File: src/hdl/pid_pkg.sv
package pid_pkg;

    // Shared multiplier geometry: 64-bit magnitudes, one 16-bit digit per cycle
    localparam int MUL_W     = 64;
    localparam int DIG_W     = 16;
    localparam int MUL_STEPS = MUL_W / DIG_W;
    localparam int STEP_W    = $clog2(MUL_STEPS);
    localparam int PROD_W    = 2 * MUL_W;
    localparam int PART_W    = MUL_W + DIG_W;

    // Integral accumulator is a signed Q32.32-style 64-bit word
    localparam int LONG_W = 64;
    localparam logic [LONG_W-1:0] LONG_MAX = {1'b0, {(LONG_W-1){1'b1}}};
    localparam logic [LONG_W-1:0] LONG_MIN = {1'b1, {(LONG_W-1){1'b0}}};

    // Configuration register indexes
    localparam int CFG_W = 3;
    localparam logic [CFG_W-1:0] REG_OUT_MAX = 3'd0;
    localparam logic [CFG_W-1:0] REG_OUT_MIN = 3'd1;
    localparam logic [CFG_W-1:0] REG_GAIN_P  = 3'd2;
    localparam logic [CFG_W-1:0] REG_GAIN_D  = 3'd3;
    localparam logic [CFG_W-1:0] REG_GAIN_I  = 3'd4;

    // Which product the shared multiplier works on
    typedef enum logic [1:0] {
        OP_P,
        OP_E,
        OP_I,
        OP_D
    } t_mul_op;

    // Arithmetic right shift applied to a product
    typedef enum logic [1:0] {
        SH_NONE,
        SH_FRAC,
        SH_DFRAC
    } t_shift;

    typedef struct packed {
        logic    load_in;
        logic    mul_start;
        t_mul_op mul_op;
        logic    div_start;
        logic    mul_cap;
        logic    sum_pi;
        logic    sum_d;
        logic    load_out;
    } t_dp_cmd;

    typedef struct packed {
        logic cmd_reset;
        logic dt_zero;
        logic mul_busy;
        logic div_busy;
    } t_dp_stat;

endpackage

File: src/hdl/pid_regulator.sv
// Discrete PID regulator in signed fixed point (DATA_WIDTH bits, FRAC_BITS fraction bits,
// Q16.16 by default). Each calculate beat forms error = target - measured (saturated),
// adds error * time_step into a saturating 64-bit integral, takes the derivative as
// (error - previous error) / time_step, sums the Kp, Ki and Kd terms with saturation,
// clamps the sum to [output_min, output_max] (upper limit tested first) and raises
// clamped when a limit was applied. A zero time step raises zero_step_error, zeroes the
// derivative term and adds nothing to the integral. A reset beat clears the integral and
// previous error and returns an all-zero result. Exactly one result beat per input beat.
// Timing: one item at a time. A calculate beat makes four passes (three with a zero
// time step) through one shared 64 x 16-bit multiplier, each a digit per cycle plus a
// round and a saturate step; the radix-4 divider runs beside the first multiplies and
// gates the derivative pass. A stall on the output side holds the block. The result
// sits in an output register, so the next beat is taken while it still waits.
// Configuration writes go to a plain write port (index 0..4: output_max, output_min,
// gain_p, gain_d, gain_i) and must be made only while the block is idle; the block
// itself does not enforce this.
module pid_regulator
    import pid_pkg::*;
#(
    parameter int DATA_WIDTH = 32,
    parameter int FRAC_BITS  = 16
) (
    input  logic                          i_clk,
    input  logic                          i_rst_n,
    // configuration
    input  logic                          i_cfg_we,
    input  logic [CFG_W-1:0]              i_cfg_index,
    input  logic [DATA_WIDTH-1:0]         i_cfg_data,
    // input channel
    input  logic                          i_in_valid,
    output logic                          o_in_stall,
    input  logic                          i_command,
    input  logic [DATA_WIDTH-1:0]         i_time_step,
    input  logic signed [DATA_WIDTH-1:0]  i_target,
    input  logic signed [DATA_WIDTH-1:0]  i_measured,
    // output channel
    output logic                          o_out_valid,
    input  logic                          i_out_stall,
    output logic signed [DATA_WIDTH-1:0]  o_drive,
    output logic                          o_clamped,
    output logic                          o_zero_step_error
);

    t_dp_cmd  cmd;
    t_dp_stat stat;

    // Sequencer: walks the multiply passes, waits on the divider, owns the handshakes.
    pid_ctrl u_ctrl (
        .i_clk       (i_clk),
        .i_rst_n     (i_rst_n),
        .i_in_valid  (i_in_valid),
        .o_in_stall  (o_in_stall),
        .o_out_valid (o_out_valid),
        .i_out_stall (i_out_stall),
        .i_stat      (stat),
        .o_cmd       (cmd)
    );

    // Datapath: registers, loop state, shared multiplier, divider, clamp.
    pid_dp #(
        .DATA_WIDTH (DATA_WIDTH),
        .FRAC_BITS  (FRAC_BITS)
    ) u_dp (
        .i_clk             (i_clk),
        .i_rst_n           (i_rst_n),
        .i_cfg_we          (i_cfg_we),
        .i_cfg_index       (i_cfg_index),
        .i_cfg_data        (i_cfg_data),
        .i_command         (i_command),
        .i_time_step       (i_time_step),
        .i_target          (i_target),
        .i_measured        (i_measured),
        .i_cmd             (cmd),
        .o_stat            (stat),
        .o_drive           (o_drive),
        .o_clamped         (o_clamped),
        .o_zero_step_error (o_zero_step_error)
    );

endmodule

File: src/hdl/pid_mul.sv
module pid_mul
    import pid_pkg::*;
#(
    parameter int DATA_WIDTH = 32,
    parameter int FRAC_BITS  = 16
) (
    input  logic                     i_clk,
    input  logic                     i_rst_n,
    input  logic                     i_start,
    input  logic signed [MUL_W-1:0]  i_a,
    input  logic signed [MUL_W-1:0]  i_b,
    input  t_shift                   i_shift,
    input  logic                     i_sat_long,
    output logic                     o_busy,
    output logic signed [MUL_W-1:0]  o_result
);

    typedef enum logic [1:0] {
        MS_IDLE,
        MS_ACC,
        MS_RND,
        MS_SAT
    } t_ms;

    t_ms               r_state, n_state;
    logic [STEP_W-1:0] r_cnt, n_cnt;
    logic [MUL_W-1:0]  r_ua, n_ua;
    logic [MUL_W-1:0]  r_ub, n_ub;
    logic              r_neg, n_neg;
    t_shift            r_shift, n_shift;
    logic              r_long, n_long;
    logic [PROD_W-1:0] r_acc, n_acc;
    logic [MUL_W-1:0]  r_res, n_res;

    logic [PART_W-1:0] part;
    logic [PART_W-1:0] hi_sum;
    logic [PROD_W-1:0] mask;
    logic [PROD_W-1:0] q;
    logic [PROD_W-1:0] q_hi;
    logic [MUL_W-1:0]  lim_hi;

    always_comb begin
        part   = {{(PART_W-MUL_W){1'b0}}, r_ua} * {{(PART_W-DIG_W){1'b0}}, r_ub[DIG_W-1:0]};
        hi_sum = {{(PART_W-MUL_W){1'b0}}, r_acc[PROD_W-1:MUL_W]} + part;

        case (r_shift)
            SH_NONE:  mask = '0;
            SH_FRAC:  mask = (PROD_W'(1) << FRAC_BITS) - PROD_W'(1);
            SH_DFRAC: mask = (PROD_W'(1) << (2 * FRAC_BITS)) - PROD_W'(1);
            default:  mask = '0;
        endcase

        case (r_shift)
            SH_NONE:  q = r_acc;
            SH_FRAC:  q = r_acc >> FRAC_BITS;
            SH_DFRAC: q = r_acc >> (2 * FRAC_BITS);
            default:  q = r_acc;
        endcase

        // A magnitude at or past 2^lim saturates; the negative edge value equals the limit.
        if (r_long) begin
            q_hi   = q >> (LONG_W - 1);
            lim_hi = LONG_MAX;
        end else begin
            q_hi   = q >> (DATA_WIDTH - 1);
            lim_hi = (MUL_W'(1) << (DATA_WIDTH - 1)) - MUL_W'(1);
        end
    end

    always_comb begin
        n_state = r_state;
        n_cnt   = r_cnt;
        n_ua    = r_ua;
        n_ub    = r_ub;
        n_neg   = r_neg;
        n_shift = r_shift;
        n_long  = r_long;
        n_acc   = r_acc;
        n_res   = r_res;
        case (r_state)
            MS_IDLE: begin
                if (i_start) begin
                    n_ua    = i_a[MUL_W-1] ? MUL_W'(-i_a) : MUL_W'(i_a);
                    n_ub    = i_b[MUL_W-1] ? MUL_W'(-i_b) : MUL_W'(i_b);
                    n_neg   = i_a[MUL_W-1] ^ i_b[MUL_W-1];
                    n_shift = i_shift;
                    n_long  = i_sat_long;
                    n_acc   = '0;
                    n_cnt   = '0;
                    n_state = MS_ACC;
                end
            end
            MS_ACC: begin
                // Add one digit's partial product at the top, shift the sum down.
                n_acc = {hi_sum, r_acc[MUL_W-1:DIG_W]};
                n_ub  = r_ub >> DIG_W;
                n_cnt = r_cnt + STEP_W'(1);
                if (r_cnt == STEP_W'(MUL_STEPS - 1)) begin
                    n_state = MS_RND;
                end
            end
            MS_RND: begin
                // Round the magnitude up so the shift floors a negative product.
                if (r_neg) begin
                    n_acc = r_acc + mask;
                end
                n_state = MS_SAT;
            end
            MS_SAT: begin
                if (q_hi != '0) begin
                    n_res = r_neg ? ~lim_hi : lim_hi;
                end else begin
                    n_res = r_neg ? (MUL_W'(0) - q[MUL_W-1:0]) : q[MUL_W-1:0];
                end
                n_state = MS_IDLE;
            end
            default: begin
                n_state = MS_IDLE;
            end
        endcase
    end

    always_ff @(posedge i_clk) begin
        if (!i_rst_n) begin
            r_state <= MS_IDLE;
        end else begin
            r_state <= n_state;
        end
        r_cnt   <= n_cnt;
        r_ua    <= n_ua;
        r_ub    <= n_ub;
        r_neg   <= n_neg;
        r_shift <= n_shift;
        r_long  <= n_long;
        r_acc   <= n_acc;
        r_res   <= n_res;
    end

    assign o_busy   = (r_state != MS_IDLE);
    assign o_result = r_res;

endmodule

File: src/hdl/pid_div.sv
module pid_div
    import pid_pkg::*;
#(
    parameter int DATA_WIDTH = 32,
    parameter int FRAC_BITS  = 16
) (
    input  logic                          i_clk,
    input  logic                          i_rst_n,
    input  logic                          i_start,
    input  logic [DATA_WIDTH:0]           i_num,
    input  logic                          i_neg,
    input  logic [DATA_WIDTH-1:0]         i_den,
    output logic                          o_busy,
    output logic signed [DATA_WIDTH-1:0]  o_quot
);

    localparam int NUM_W = DATA_WIDTH + 1;
    localparam int RAW_W = NUM_W + FRAC_BITS;
    localparam int STEPS = (RAW_W + 1) / 2;
    localparam int PAD_W = 2 * STEPS;
    localparam int CNT_W = $clog2(STEPS);

    localparam logic [DATA_WIDTH-1:0] DMAX = {1'b0, {(DATA_WIDTH-1){1'b1}}};
    localparam logic [DATA_WIDTH-1:0] DMIN = {1'b1, {(DATA_WIDTH-1){1'b0}}};

    typedef enum logic [1:0] {
        DS_IDLE,
        DS_RUN,
        DS_SAT
    } t_ds;

    t_ds                   r_state, n_state;
    logic [CNT_W-1:0]      r_cnt, n_cnt;
    logic [PAD_W-1:0]      r_dvd, n_dvd;
    logic [PAD_W-1:0]      r_quo, n_quo;
    logic [DATA_WIDTH-1:0] r_rem, n_rem;
    logic [DATA_WIDTH-1:0] r_den, n_den;
    logic                  r_neg, n_neg;
    logic [DATA_WIDTH-1:0] r_res, n_res;

    logic [DATA_WIDTH:0]   t1, t2;
    logic                  ge1, ge2;
    logic [DATA_WIDTH-1:0] rem1, rem2;
    logic                  over;

    // Two restoring steps per cycle.
    always_comb begin
        t1   = {r_rem, r_dvd[PAD_W-1]};
        ge1  = (t1 >= {1'b0, r_den});
        rem1 = ge1 ? DATA_WIDTH'(t1 - {1'b0, r_den}) : t1[DATA_WIDTH-1:0];
        t2   = {rem1, r_dvd[PAD_W-2]};
        ge2  = (t2 >= {1'b0, r_den});
        rem2 = ge2 ? DATA_WIDTH'(t2 - {1'b0, r_den}) : t2[DATA_WIDTH-1:0];
        over = (r_quo[PAD_W-1:DATA_WIDTH-1] != '0);
    end

    always_comb begin
        n_state = r_state;
        n_cnt   = r_cnt;
        n_dvd   = r_dvd;
        n_quo   = r_quo;
        n_rem   = r_rem;
        n_den   = r_den;
        n_neg   = r_neg;
        n_res   = r_res;
        case (r_state)
            DS_IDLE: begin
                if (i_start) begin
                    n_dvd   = PAD_W'({i_num, {FRAC_BITS{1'b0}}});
                    n_quo   = '0;
                    n_rem   = '0;
                    n_den   = i_den;
                    n_neg   = i_neg;
                    n_cnt   = CNT_W'(STEPS - 1);
                    n_state = DS_RUN;
                end
            end
            DS_RUN: begin
                n_rem = rem2;
                n_quo = {r_quo[PAD_W-3:0], ge1, ge2};
                n_dvd = r_dvd << 2;
                n_cnt = r_cnt - CNT_W'(1);
                if (r_cnt == '0) begin
                    n_state = DS_SAT;
                end
            end
            DS_SAT: begin
                if (over) begin
                    n_res = r_neg ? DMIN : DMAX;
                end else begin
                    n_res = r_neg ? (DATA_WIDTH'(0) - r_quo[DATA_WIDTH-1:0])
                                  : r_quo[DATA_WIDTH-1:0];
                end
                n_state = DS_IDLE;
            end
            default: begin
                n_state = DS_IDLE;
            end
        endcase
    end

    always_ff @(posedge i_clk) begin
        if (!i_rst_n) begin
            r_state <= DS_IDLE;
        end else begin
            r_state <= n_state;
        end
        r_cnt <= n_cnt;
        r_dvd <= n_dvd;
        r_quo <= n_quo;
        r_rem <= n_rem;
        r_den <= n_den;
        r_neg <= n_neg;
        r_res <= n_res;
    end

    assign o_busy = (r_state != DS_IDLE);
    assign o_quot = r_res;

endmodule

File: src/hdl/pid_dp.sv
module pid_dp
    import pid_pkg::*;
#(
    parameter int DATA_WIDTH = 32,
    parameter int FRAC_BITS  = 16
) (
    input  logic                          i_clk,
    input  logic                          i_rst_n,
    input  logic                          i_cfg_we,
    input  logic [CFG_W-1:0]              i_cfg_index,
    input  logic [DATA_WIDTH-1:0]         i_cfg_data,
    input  logic                          i_command,
    input  logic [DATA_WIDTH-1:0]         i_time_step,
    input  logic signed [DATA_WIDTH-1:0]  i_target,
    input  logic signed [DATA_WIDTH-1:0]  i_measured,
    input  t_dp_cmd                       i_cmd,
    output t_dp_stat                      o_stat,
    output logic signed [DATA_WIDTH-1:0]  o_drive,
    output logic                          o_clamped,
    output logic                          o_zero_step_error
);

    localparam int DW = DATA_WIDTH;
    localparam logic [DW-1:0] DMAX = {1'b0, {(DW-1){1'b1}}};
    localparam logic [DW-1:0] DMIN = {1'b1, {(DW-1){1'b0}}};

    function automatic logic [DW-1:0] sat_w(input logic [DW:0] v);
        logic [DW-1:0] s;
        if (v[DW] != v[DW-1]) begin
            s = v[DW] ? DMIN : DMAX;
        end else begin
            s = v[DW-1:0];
        end
        return s;
    endfunction

    function automatic logic [MUL_W-1:0] sx(input logic [DW-1:0] v);
        return {{(MUL_W-DW){v[DW-1]}}, v};
    endfunction

    // configuration
    logic [DW-1:0] r_out_max, r_out_min, r_gain_p, r_gain_d, r_gain_i;
    // loop state
    logic [DW-1:0]     r_prev;
    logic [LONG_W-1:0] r_int;
    // working registers
    logic          r_cmd;
    logic [DW-1:0] r_dt, r_tgt, r_meas;
    logic [DW-1:0] r_i_err;
    logic [DW-1:0] r_p, r_i, r_d, r_sum;
    logic [DW-1:0] r_drive;
    logic          r_clamped, r_zero_err;

    logic [DW:0]          err_diff;
    logic [DW-1:0]        err;
    logic [DW:0]          dd;
    logic [DW:0]          dd_mag;
    logic [MUL_W-1:0]     mul_a, mul_b, mul_res;
    t_shift               mul_shift;
    logic                 mul_long;
    logic                 mul_busy, div_busy;
    logic [DW-1:0]        deriv;
    logic [LONG_W:0]      int_sum;
    logic [LONG_W-1:0]    int_next;
    logic [DW-1:0]        d_use;
    logic                 dt_zero;

    assign dt_zero  = (r_dt == '0);
    assign err_diff = {r_tgt[DW-1], r_tgt} - {r_meas[DW-1], r_meas};
    assign err      = sat_w(err_diff);

    assign dd     = {r_i_err[DW-1], r_i_err} - {r_prev[DW-1], r_prev};
    assign dd_mag = dd[DW] ? (DW+1)'(-dd) : dd;

    always_comb begin
        mul_a     = sx(r_gain_p);
        mul_b     = sx(r_i_err);
        mul_shift = SH_FRAC;
        mul_long  = 1'b0;
        case (i_cmd.mul_op)
            OP_P: begin
                mul_a     = sx(r_gain_p);
                mul_b     = sx(r_i_err);
                mul_shift = SH_FRAC;
            end
            OP_E: begin
                mul_a     = sx(r_i_err);
                mul_b     = {{(MUL_W-DW){1'b0}}, r_dt};
                mul_shift = SH_NONE;
                mul_long  = 1'b1;
            end
            OP_I: begin
                mul_a     = sx(r_gain_i);
                mul_b     = r_int;
                mul_shift = SH_DFRAC;
            end
            OP_D: begin
                mul_a     = sx(r_gain_d);
                mul_b     = sx(deriv);
                mul_shift = SH_FRAC;
            end
            default: begin
                mul_a = sx(r_gain_p);
            end
        endcase
    end

    pid_mul #(
        .DATA_WIDTH (DATA_WIDTH),
        .FRAC_BITS  (FRAC_BITS)
    ) u_mul (
        .i_clk      (i_clk),
        .i_rst_n    (i_rst_n),
        .i_start    (i_cmd.mul_start),
        .i_a        (mul_a),
        .i_b        (mul_b),
        .i_shift    (mul_shift),
        .i_sat_long (mul_long),
        .o_busy     (mul_busy),
        .o_result   (mul_res)
    );

    pid_div #(
        .DATA_WIDTH (DATA_WIDTH),
        .FRAC_BITS  (FRAC_BITS)
    ) u_div (
        .i_clk   (i_clk),
        .i_rst_n (i_rst_n),
        .i_start (i_cmd.div_start),
        .i_num   (dd_mag),
        .i_neg   (dd[DW]),
        .i_den   (r_dt),
        .o_busy  (div_busy),
        .o_quot  (deriv)
    );

    // Saturating accumulate of error * dt.
    always_comb begin
        int_sum = {r_int[LONG_W-1], r_int} + {mul_res[LONG_W-1], mul_res};
        if (int_sum[LONG_W] != int_sum[LONG_W-1]) begin
            int_next = int_sum[LONG_W] ? LONG_MIN : LONG_MAX;
        end else begin
            int_next = int_sum[LONG_W-1:0];
        end
        d_use = dt_zero ? '0 : r_d;
    end

    // Configuration and loop state
    always_ff @(posedge i_clk) begin
        if (!i_rst_n) begin
            r_out_max <= DMAX;
            r_out_min <= DMIN;
            r_gain_p  <= '0;
            r_gain_d  <= '0;
            r_gain_i  <= '0;
            r_prev    <= '0;
            r_int     <= '0;
        end else begin
            if (i_cfg_we) begin
                case (i_cfg_index)
                    REG_OUT_MAX: r_out_max <= i_cfg_data;
                    REG_OUT_MIN: r_out_min <= i_cfg_data;
                    REG_GAIN_P:  r_gain_p  <= i_cfg_data;
                    REG_GAIN_D:  r_gain_d  <= i_cfg_data;
                    REG_GAIN_I:  r_gain_i  <= i_cfg_data;
                    default: begin
                    end
                endcase
            end
            if (i_cmd.mul_cap && (i_cmd.mul_op == OP_E)) begin
                r_int <= int_next;
            end
            if (i_cmd.load_out) begin
                if (r_cmd) begin
                    r_prev <= '0;
                    r_int  <= '0;
                end else begin
                    r_prev <= r_i_err;
                end
            end
        end
    end

    // Working and result registers
    always_ff @(posedge i_clk) begin
        if (i_cmd.load_in) begin
            r_cmd  <= i_command;
            r_dt   <= i_time_step;
            r_tgt  <= i_target;
            r_meas <= i_measured;
        end
        r_i_err <= err;
        if (i_cmd.mul_cap) begin
            case (i_cmd.mul_op)
                OP_P:    r_p <= mul_res[DW-1:0];
                OP_I:    r_i <= mul_res[DW-1:0];
                OP_D:    r_d <= mul_res[DW-1:0];
                default: begin
                end
            endcase
        end
        if (i_cmd.sum_pi) begin
            r_sum <= sat_w({r_p[DW-1], r_p} + {r_i[DW-1], r_i});
        end
        if (i_cmd.sum_d) begin
            r_sum <= sat_w({r_sum[DW-1], r_sum} + {d_use[DW-1], d_use});
        end
        if (i_cmd.load_out) begin
            if (r_cmd) begin
                r_drive    <= '0;
                r_clamped  <= 1'b0;
                r_zero_err <= 1'b0;
            end else begin
                r_zero_err <= dt_zero;
                // Upper limit wins when the limits cross.
                if ($signed(r_sum) > $signed(r_out_max)) begin
                    r_drive   <= r_out_max;
                    r_clamped <= 1'b1;
                end else if ($signed(r_sum) < $signed(r_out_min)) begin
                    r_drive   <= r_out_min;
                    r_clamped <= 1'b1;
                end else begin
                    r_drive   <= r_sum;
                    r_clamped <= 1'b0;
                end
            end
        end
    end

    assign o_stat.cmd_reset = r_cmd;
    assign o_stat.dt_zero   = dt_zero;
    assign o_stat.mul_busy  = mul_busy;
    assign o_stat.div_busy  = div_busy;

    assign o_drive           = r_drive;
    assign o_clamped         = r_clamped;
    assign o_zero_step_error = r_zero_err;

endmodule

File: src/hdl/pid_ctrl.sv
module pid_ctrl
    import pid_pkg::*;
(
    input  logic     i_clk,
    input  logic     i_rst_n,
    input  logic     i_in_valid,
    output logic     o_in_stall,
    output logic     o_out_valid,
    input  logic     i_out_stall,
    input  t_dp_stat i_stat,
    output t_dp_cmd  o_cmd
);

    typedef enum logic [3:0] {
        ST_IDLE,
        ST_ERR,
        ST_MUL_P,
        ST_WAIT_P,
        ST_MUL_E,
        ST_WAIT_E,
        ST_MUL_I,
        ST_WAIT_I,
        ST_WAIT_DIV,
        ST_WAIT_D,
        ST_SUM_PI,
        ST_SUM_D,
        ST_OUT
    } t_state;

    t_state r_state, n_state;
    logic   r_out_valid, n_out_valid;
    logic   out_free;

    assign out_free = !r_out_valid || !i_out_stall;

    always_comb begin
        n_state = r_state;
        o_cmd   = '0;
        case (r_state)
            ST_IDLE: begin
                if (i_in_valid) begin
                    o_cmd.load_in = 1'b1;
                    n_state       = ST_ERR;
                end
            end
            ST_ERR: begin
                // error register settles here; a reset item goes straight out
                n_state = i_stat.cmd_reset ? ST_OUT : ST_MUL_P;
            end
            ST_MUL_P: begin
                o_cmd.mul_start = 1'b1;
                o_cmd.mul_op    = OP_P;
                o_cmd.div_start = !i_stat.dt_zero;
                n_state         = ST_WAIT_P;
            end
            ST_WAIT_P: begin
                o_cmd.mul_op = OP_P;
                if (!i_stat.mul_busy) begin
                    o_cmd.mul_cap = 1'b1;
                    n_state       = ST_MUL_E;
                end
            end
            ST_MUL_E: begin
                o_cmd.mul_start = 1'b1;
                o_cmd.mul_op    = OP_E;
                n_state         = ST_WAIT_E;
            end
            ST_WAIT_E: begin
                o_cmd.mul_op = OP_E;
                if (!i_stat.mul_busy) begin
                    o_cmd.mul_cap = 1'b1;
                    n_state       = ST_MUL_I;
                end
            end
            ST_MUL_I: begin
                o_cmd.mul_start = 1'b1;
                o_cmd.mul_op    = OP_I;
                n_state         = ST_WAIT_I;
            end
            ST_WAIT_I: begin
                o_cmd.mul_op = OP_I;
                if (!i_stat.mul_busy) begin
                    o_cmd.mul_cap = 1'b1;
                    n_state       = i_stat.dt_zero ? ST_SUM_PI : ST_WAIT_DIV;
                end
            end
            ST_WAIT_DIV: begin
                o_cmd.mul_op = OP_D;
                if (!i_stat.div_busy) begin
                    o_cmd.mul_start = 1'b1;
                    n_state         = ST_WAIT_D;
                end
            end
            ST_WAIT_D: begin
                o_cmd.mul_op = OP_D;
                if (!i_stat.mul_busy) begin
                    o_cmd.mul_cap = 1'b1;
                    n_state       = ST_SUM_PI;
                end
            end
            ST_SUM_PI: begin
                o_cmd.sum_pi = 1'b1;
                n_state      = ST_SUM_D;
            end
            ST_SUM_D: begin
                o_cmd.sum_d = 1'b1;
                n_state     = ST_OUT;
            end
            ST_OUT: begin
                if (out_free) begin
                    o_cmd.load_out = 1'b1;
                    n_state        = ST_IDLE;
                end
            end
            default: begin
                n_state = ST_IDLE;
            end
        endcase

        if (o_cmd.load_out) begin
            n_out_valid = 1'b1;
        end else begin
            n_out_valid = r_out_valid && i_out_stall;
        end
    end

    always_ff @(posedge i_clk) begin
        if (!i_rst_n) begin
            r_state     <= ST_IDLE;
            r_out_valid <= 1'b0;
        end else begin
            r_state     <= n_state;
            r_out_valid <= n_out_valid;
        end
    end

    assign o_in_stall  = (r_state != ST_IDLE);
    assign o_out_valid = r_out_valid;

endmodule

File: config.mk
export PLATFORM = sky130hd
export DESIGN_NAME = pid_regulator
export DESIGN_NICKNAME = d
export VERILOG_FILES = /design/src/hdl/pid_pkg.sv /design/src/hdl/pid_regulator.sv /design/src/hdl/pid_mul.sv /design/src/hdl/pid_div.sv /design/src/hdl/pid_dp.sv /design/src/hdl/pid_ctrl.sv
export SDC_FILE = /design/constraint.sdc
export NUM_CORES = 2
export LEC_CHECK = 0
export BUFFER_PORTS_ARGS = -buffer_cell sky130_fd_sc_hd__buf_2
export CORE_ASPECT_RATIO = 1.4
export CORE_MARGIN = 10
export CORE_UTILIZATION = 57
export CTS_CLUSTER_SIZE = 25
export DETAILED_ROUTE_END_ITERATION = 10
export GPL_TIMING_DRIVEN = 0
export HOLD_SLACK_MARGIN = 0.03
export PLACE_DENSITY = 0.73
export SYNTH_ARGS = -nofsm -noshare
export SYNTH_HDL_FRONTEND = slang
export SYNTH_SLANG_ARGS = --single-unit
File: constraint.sdc
create_clock -name i_clk -period 15.3 [get_ports i_clk]
set_clock_uncertainty 0.15 [all_clocks]
set_input_delay 0.765 -clock i_clk [delete_from_list [all_inputs] [get_ports i_clk]]
set_output_delay 0.765 -clock i_clk [all_outputs]
set_load 0.005 [all_outputs]
==> metrics.md <==
| Metric | Value |
|---|---|
| Gpl congestion | `1.07` |
| Synth Register Bits | `1068` |
| Status | `complete, but fails checks` |
| Main combinational cell family by area after synthesis | `adder cells` |
| Post-DP HPWL | `308 mm` |
| Startpoint types | `flip-flop` |
| Syn Inst Count | `11400` |
| CTS sink cnt | `1068` |
| TritonCTS Buffers | `114` |
| Via count | `89400` |
| # H-tree levels | `3` |
| CP arrival | `10.84 ns` |
| Max-slew violations | `33` |
| Async S/R FF share, synth | `0` |
| CP endpoint kind | `flip-flop` |
| Mux share of post-synthesis cell area | `0.0173` |
| First-pass GRT wire length | `564 mm` |
| Fin Setup TNS | `0 ns` |
| Core area | `178000 um2` |
| Xor/xnor cell area share of the yosys netlist | `0.0449` |
| Ys flop type | `edfxtp_1` |
| Resize count post-CTS | `0` |
| Violated checks | `capacitance limit, slew limit` |
| Finished Core Util | `0.628` |
| Layout cells sized above 1 | `0.0507` |
| Area grow syn2layout | `9.49%` |
| Max-cap violation count | `4` |
| Syn_area_per_cell | `8.96 um2` |
| Peak Freq | `97.0 MHz` |
| Period utilization | `0.674` |
| Synth Area in Simple Gates | `0.162` |
| GRT Overall Usage | `0.383` |
| Synth Area in Adders | `0.250` |
| Drt wl/cell | `26.9 um` |
| Post-Route WL | `384 mm` |
| Drt via density | `6.26` |
| Die width | `377 um` |
| Worst setup margin | `4.99 ns` |
| Overflow after GRT | `0` |
| Final Net Count | `13400` |
| Rel. slew slack | `-0.0652` |
| Initial antenna violation count | `45` |
| Synth area leaders | `edfxtp_1 (23%), fa_1 (18%), ha_1 (6.4%), nand2_1 (6.0%), dfxtp_1 (5.8%)` |
| Starting Density | `0.573` |
| CTS root buf | `clkbuf_16` |
| Final setup violation count | `0` |
| Sequential share of the synthesized area | `0.286` |
| Num rows | `183` |
| Min Clock Period, post-route | `10.31 ns` |
| CTS tree | `yes` |
| DRT iter0 DRCs | `8489` |
| Die area | `196000 um2` |
| HP Class | `input pin to flip-flop` |
| CTS max path bufs | `3` |
| Critical path class | `flip-flop to flip-flop` |
| Post-Place Worst Slack | `5.27 ns` |
| Req. time, crit path | `15.83 ns` |
| Buffers added on ports | `171` |
| IO Pins | `173` |
| Yosys top cell area share | `0.227` |
| Vias in the first global route | `89900` |
| Pin count of the biggest net entering global routing | `67` |
| Cell area after synthesis | `102000 um2` |
| Clock transition at the registers of the reported paths | `0.07 ns` |
| Tightest Pin Transition | `1.60 ns` |
| Setup Buffers After CTS | `0` |
| Cell taking the most area after synthesis | `edfxtp_1` |
| Clk_lat worst skew | `0.83 ns` |
| Yosys warning total | `0` |
| Max Fanout on Critical Path | `10` |
| DRT Pass-1 Iters | `9` |
| Die Y | `520 um` |
| Number of unique standard cell types used by synthesis | `99` |
| Most frequent cells in the layout | `nand2_1 (1619), inv_1 (1471), fa_1 (938)` |
| Drt drc | `0` |
| Remaining antenna violation count after routing | `0` |
| Post-synthesis compound-gate area fraction | `0.163` |
| Commonest non-fill, non-tap cell in the layout | `nand2_1` |
| Number of synthesized flops with an enable pin | `771` |
| Final hold vios | `0` |
| RSZ-0062 raised after global routing | `no` |
## registers in the layout, indices dropped and copies added (netlist names), 34 cells and up
name / count
u_dp.u_mul.r_ua: 64
u_dp.u_div.r_dvd: 34
u_dp.u_mul.o_result: 64
u_dp.u_div.r_quo: 50
u_dp.r_int: 64
u_dp.u_mul.r_ub: 64
u_dp.u_mul.r_acc: 128
## repair_timing
| item | CTS | global route |
|---|---|---|
| endpoints found under the hold margin | 97 | 0 |
| hold buffers | 97 | 0 |
| setup endpoints to repair | 0 | 0 |
## layout make-up
| type | instances | area (um2) |
|---|---|---|
| Antenna cell | 50 | 125 |
| Buffer | 617 | 2380 |
| Clock buffer | 141 | 3060 |
| Clock inverter | 77 | 1120 |
| Fill cell | 15000 | 66100 |
| Inverter | 1476 | 5540 |
| Multi-Input combinational cell | 8234 | 65100 |
| Sequential cell | 1068 | 29100 |
| Tap cell | 2312 | 2890 |
| Timing Repair Buffer | 292 | 2230 |
## through the flow
stage,hold WS (ns),std cells,area (um2)
CTS,0.0996,14200,111000
detailed placement,0.298,13900,106000
floorplan,0.286,11400,102000
global placement,0.292,13900,106000
finish,0.134,14300,112000
global route,0.147,14200,111000
## critical path: stages, from the launching register on
cell and delay [ns]:
edfxtp_1 0.33, clkbuf_1 0.93, clkbuf_1 1.00, and2_1 0.29, fa_1 0.43, fa_1 0.52, fa_1 0.55, fa_1 0.56
fa_1 0.57, inv_1 0.06, fa_1 0.57, inv_1 0.06, ha_1 0.27, clkbuf_1 0.38, nand4_1 0.25, nor2_1 0.19
nand2_1 0.08, a2111oi_0 0.51, a22oi_1 0.28, a2111oi_0 1.00, o211ai_1 0.21, a21oi_1 0.31, o21ai_0 0.20, a2111o_1 0.39
o211ai_1 0.09
## synthesized netlist by cell type, types with 20 or more instances
master        n
and3_1       84
a21boi_0    151
a2111oi_0    20
o21ai_0     431
edfxtp_1    771
a221oi_1     34
a21oi_1     661
nor2b_1     127
clkbuf_1    553
nand4_1     109
o22ai_1     122
fa_1        938
or3_1        51
ha_1        520
xor2_1      168
o22a_1       26
dfxtp_1     297
o221a_2      31
o21bai_1     66
and2_1      445
o21a_1       78
buf_2        38
o31ai_1      36
buf_1        25
a21o_1      299
o211ai_1     84
nand3_1     184
nor4_1       63
a221o_1      40
nor3_1      140
nor2_1      494
o2111ai_1    23
nand2b_1     62
a31oi_1      84
a211oi_1     88
xnor2_1     354
nand2_1    1620
or2_2        34
mux2_2       49
a22oi_1      70
mux2i_1     121
inv_1      1472
nand3b_1     22
## path summary, 6_finish.rpt
check / from / to / slack [ns] / cells after the start
worst min-delay path: i_cfg_data[26] / u_dp.r_gain_d[26] / 0.13 / 3
worst min register to register: u_dp.r_prev[20] / u_dp.r_prev[20] / 0.31 / 2
worst max register to register: u_dp.u_mul.r_ub[15] / u_dp.u_mul.r_acc[124] / 4.99 / 24
worst max-delay path: u_dp.u_mul.r_ub[15] / u_dp.u_mul.r_acc[124] / 4.99 / 24
## metal layers
layer	track usage	up-vias	wire length [um]
li1	-	39400	-
met4	0.285	20	33700
met5	0	-	145
met1	0.441	44100	137000
met3	0.0728	1293	32700
met2	0.631	4613	181000
## logic make-up after synthesis
family / count (synthesis)
simple gates: 3515
other cells: 1
buf+inv: 2093
xor+xnor: 522
fa+ha+maj: 1472
compound gates: 2524
mux: 170
flops: 1068
Power is left out: the tool's default activity adds up to more than one toggle a clock period on the data nets, which glitch-free logic cannot reach.
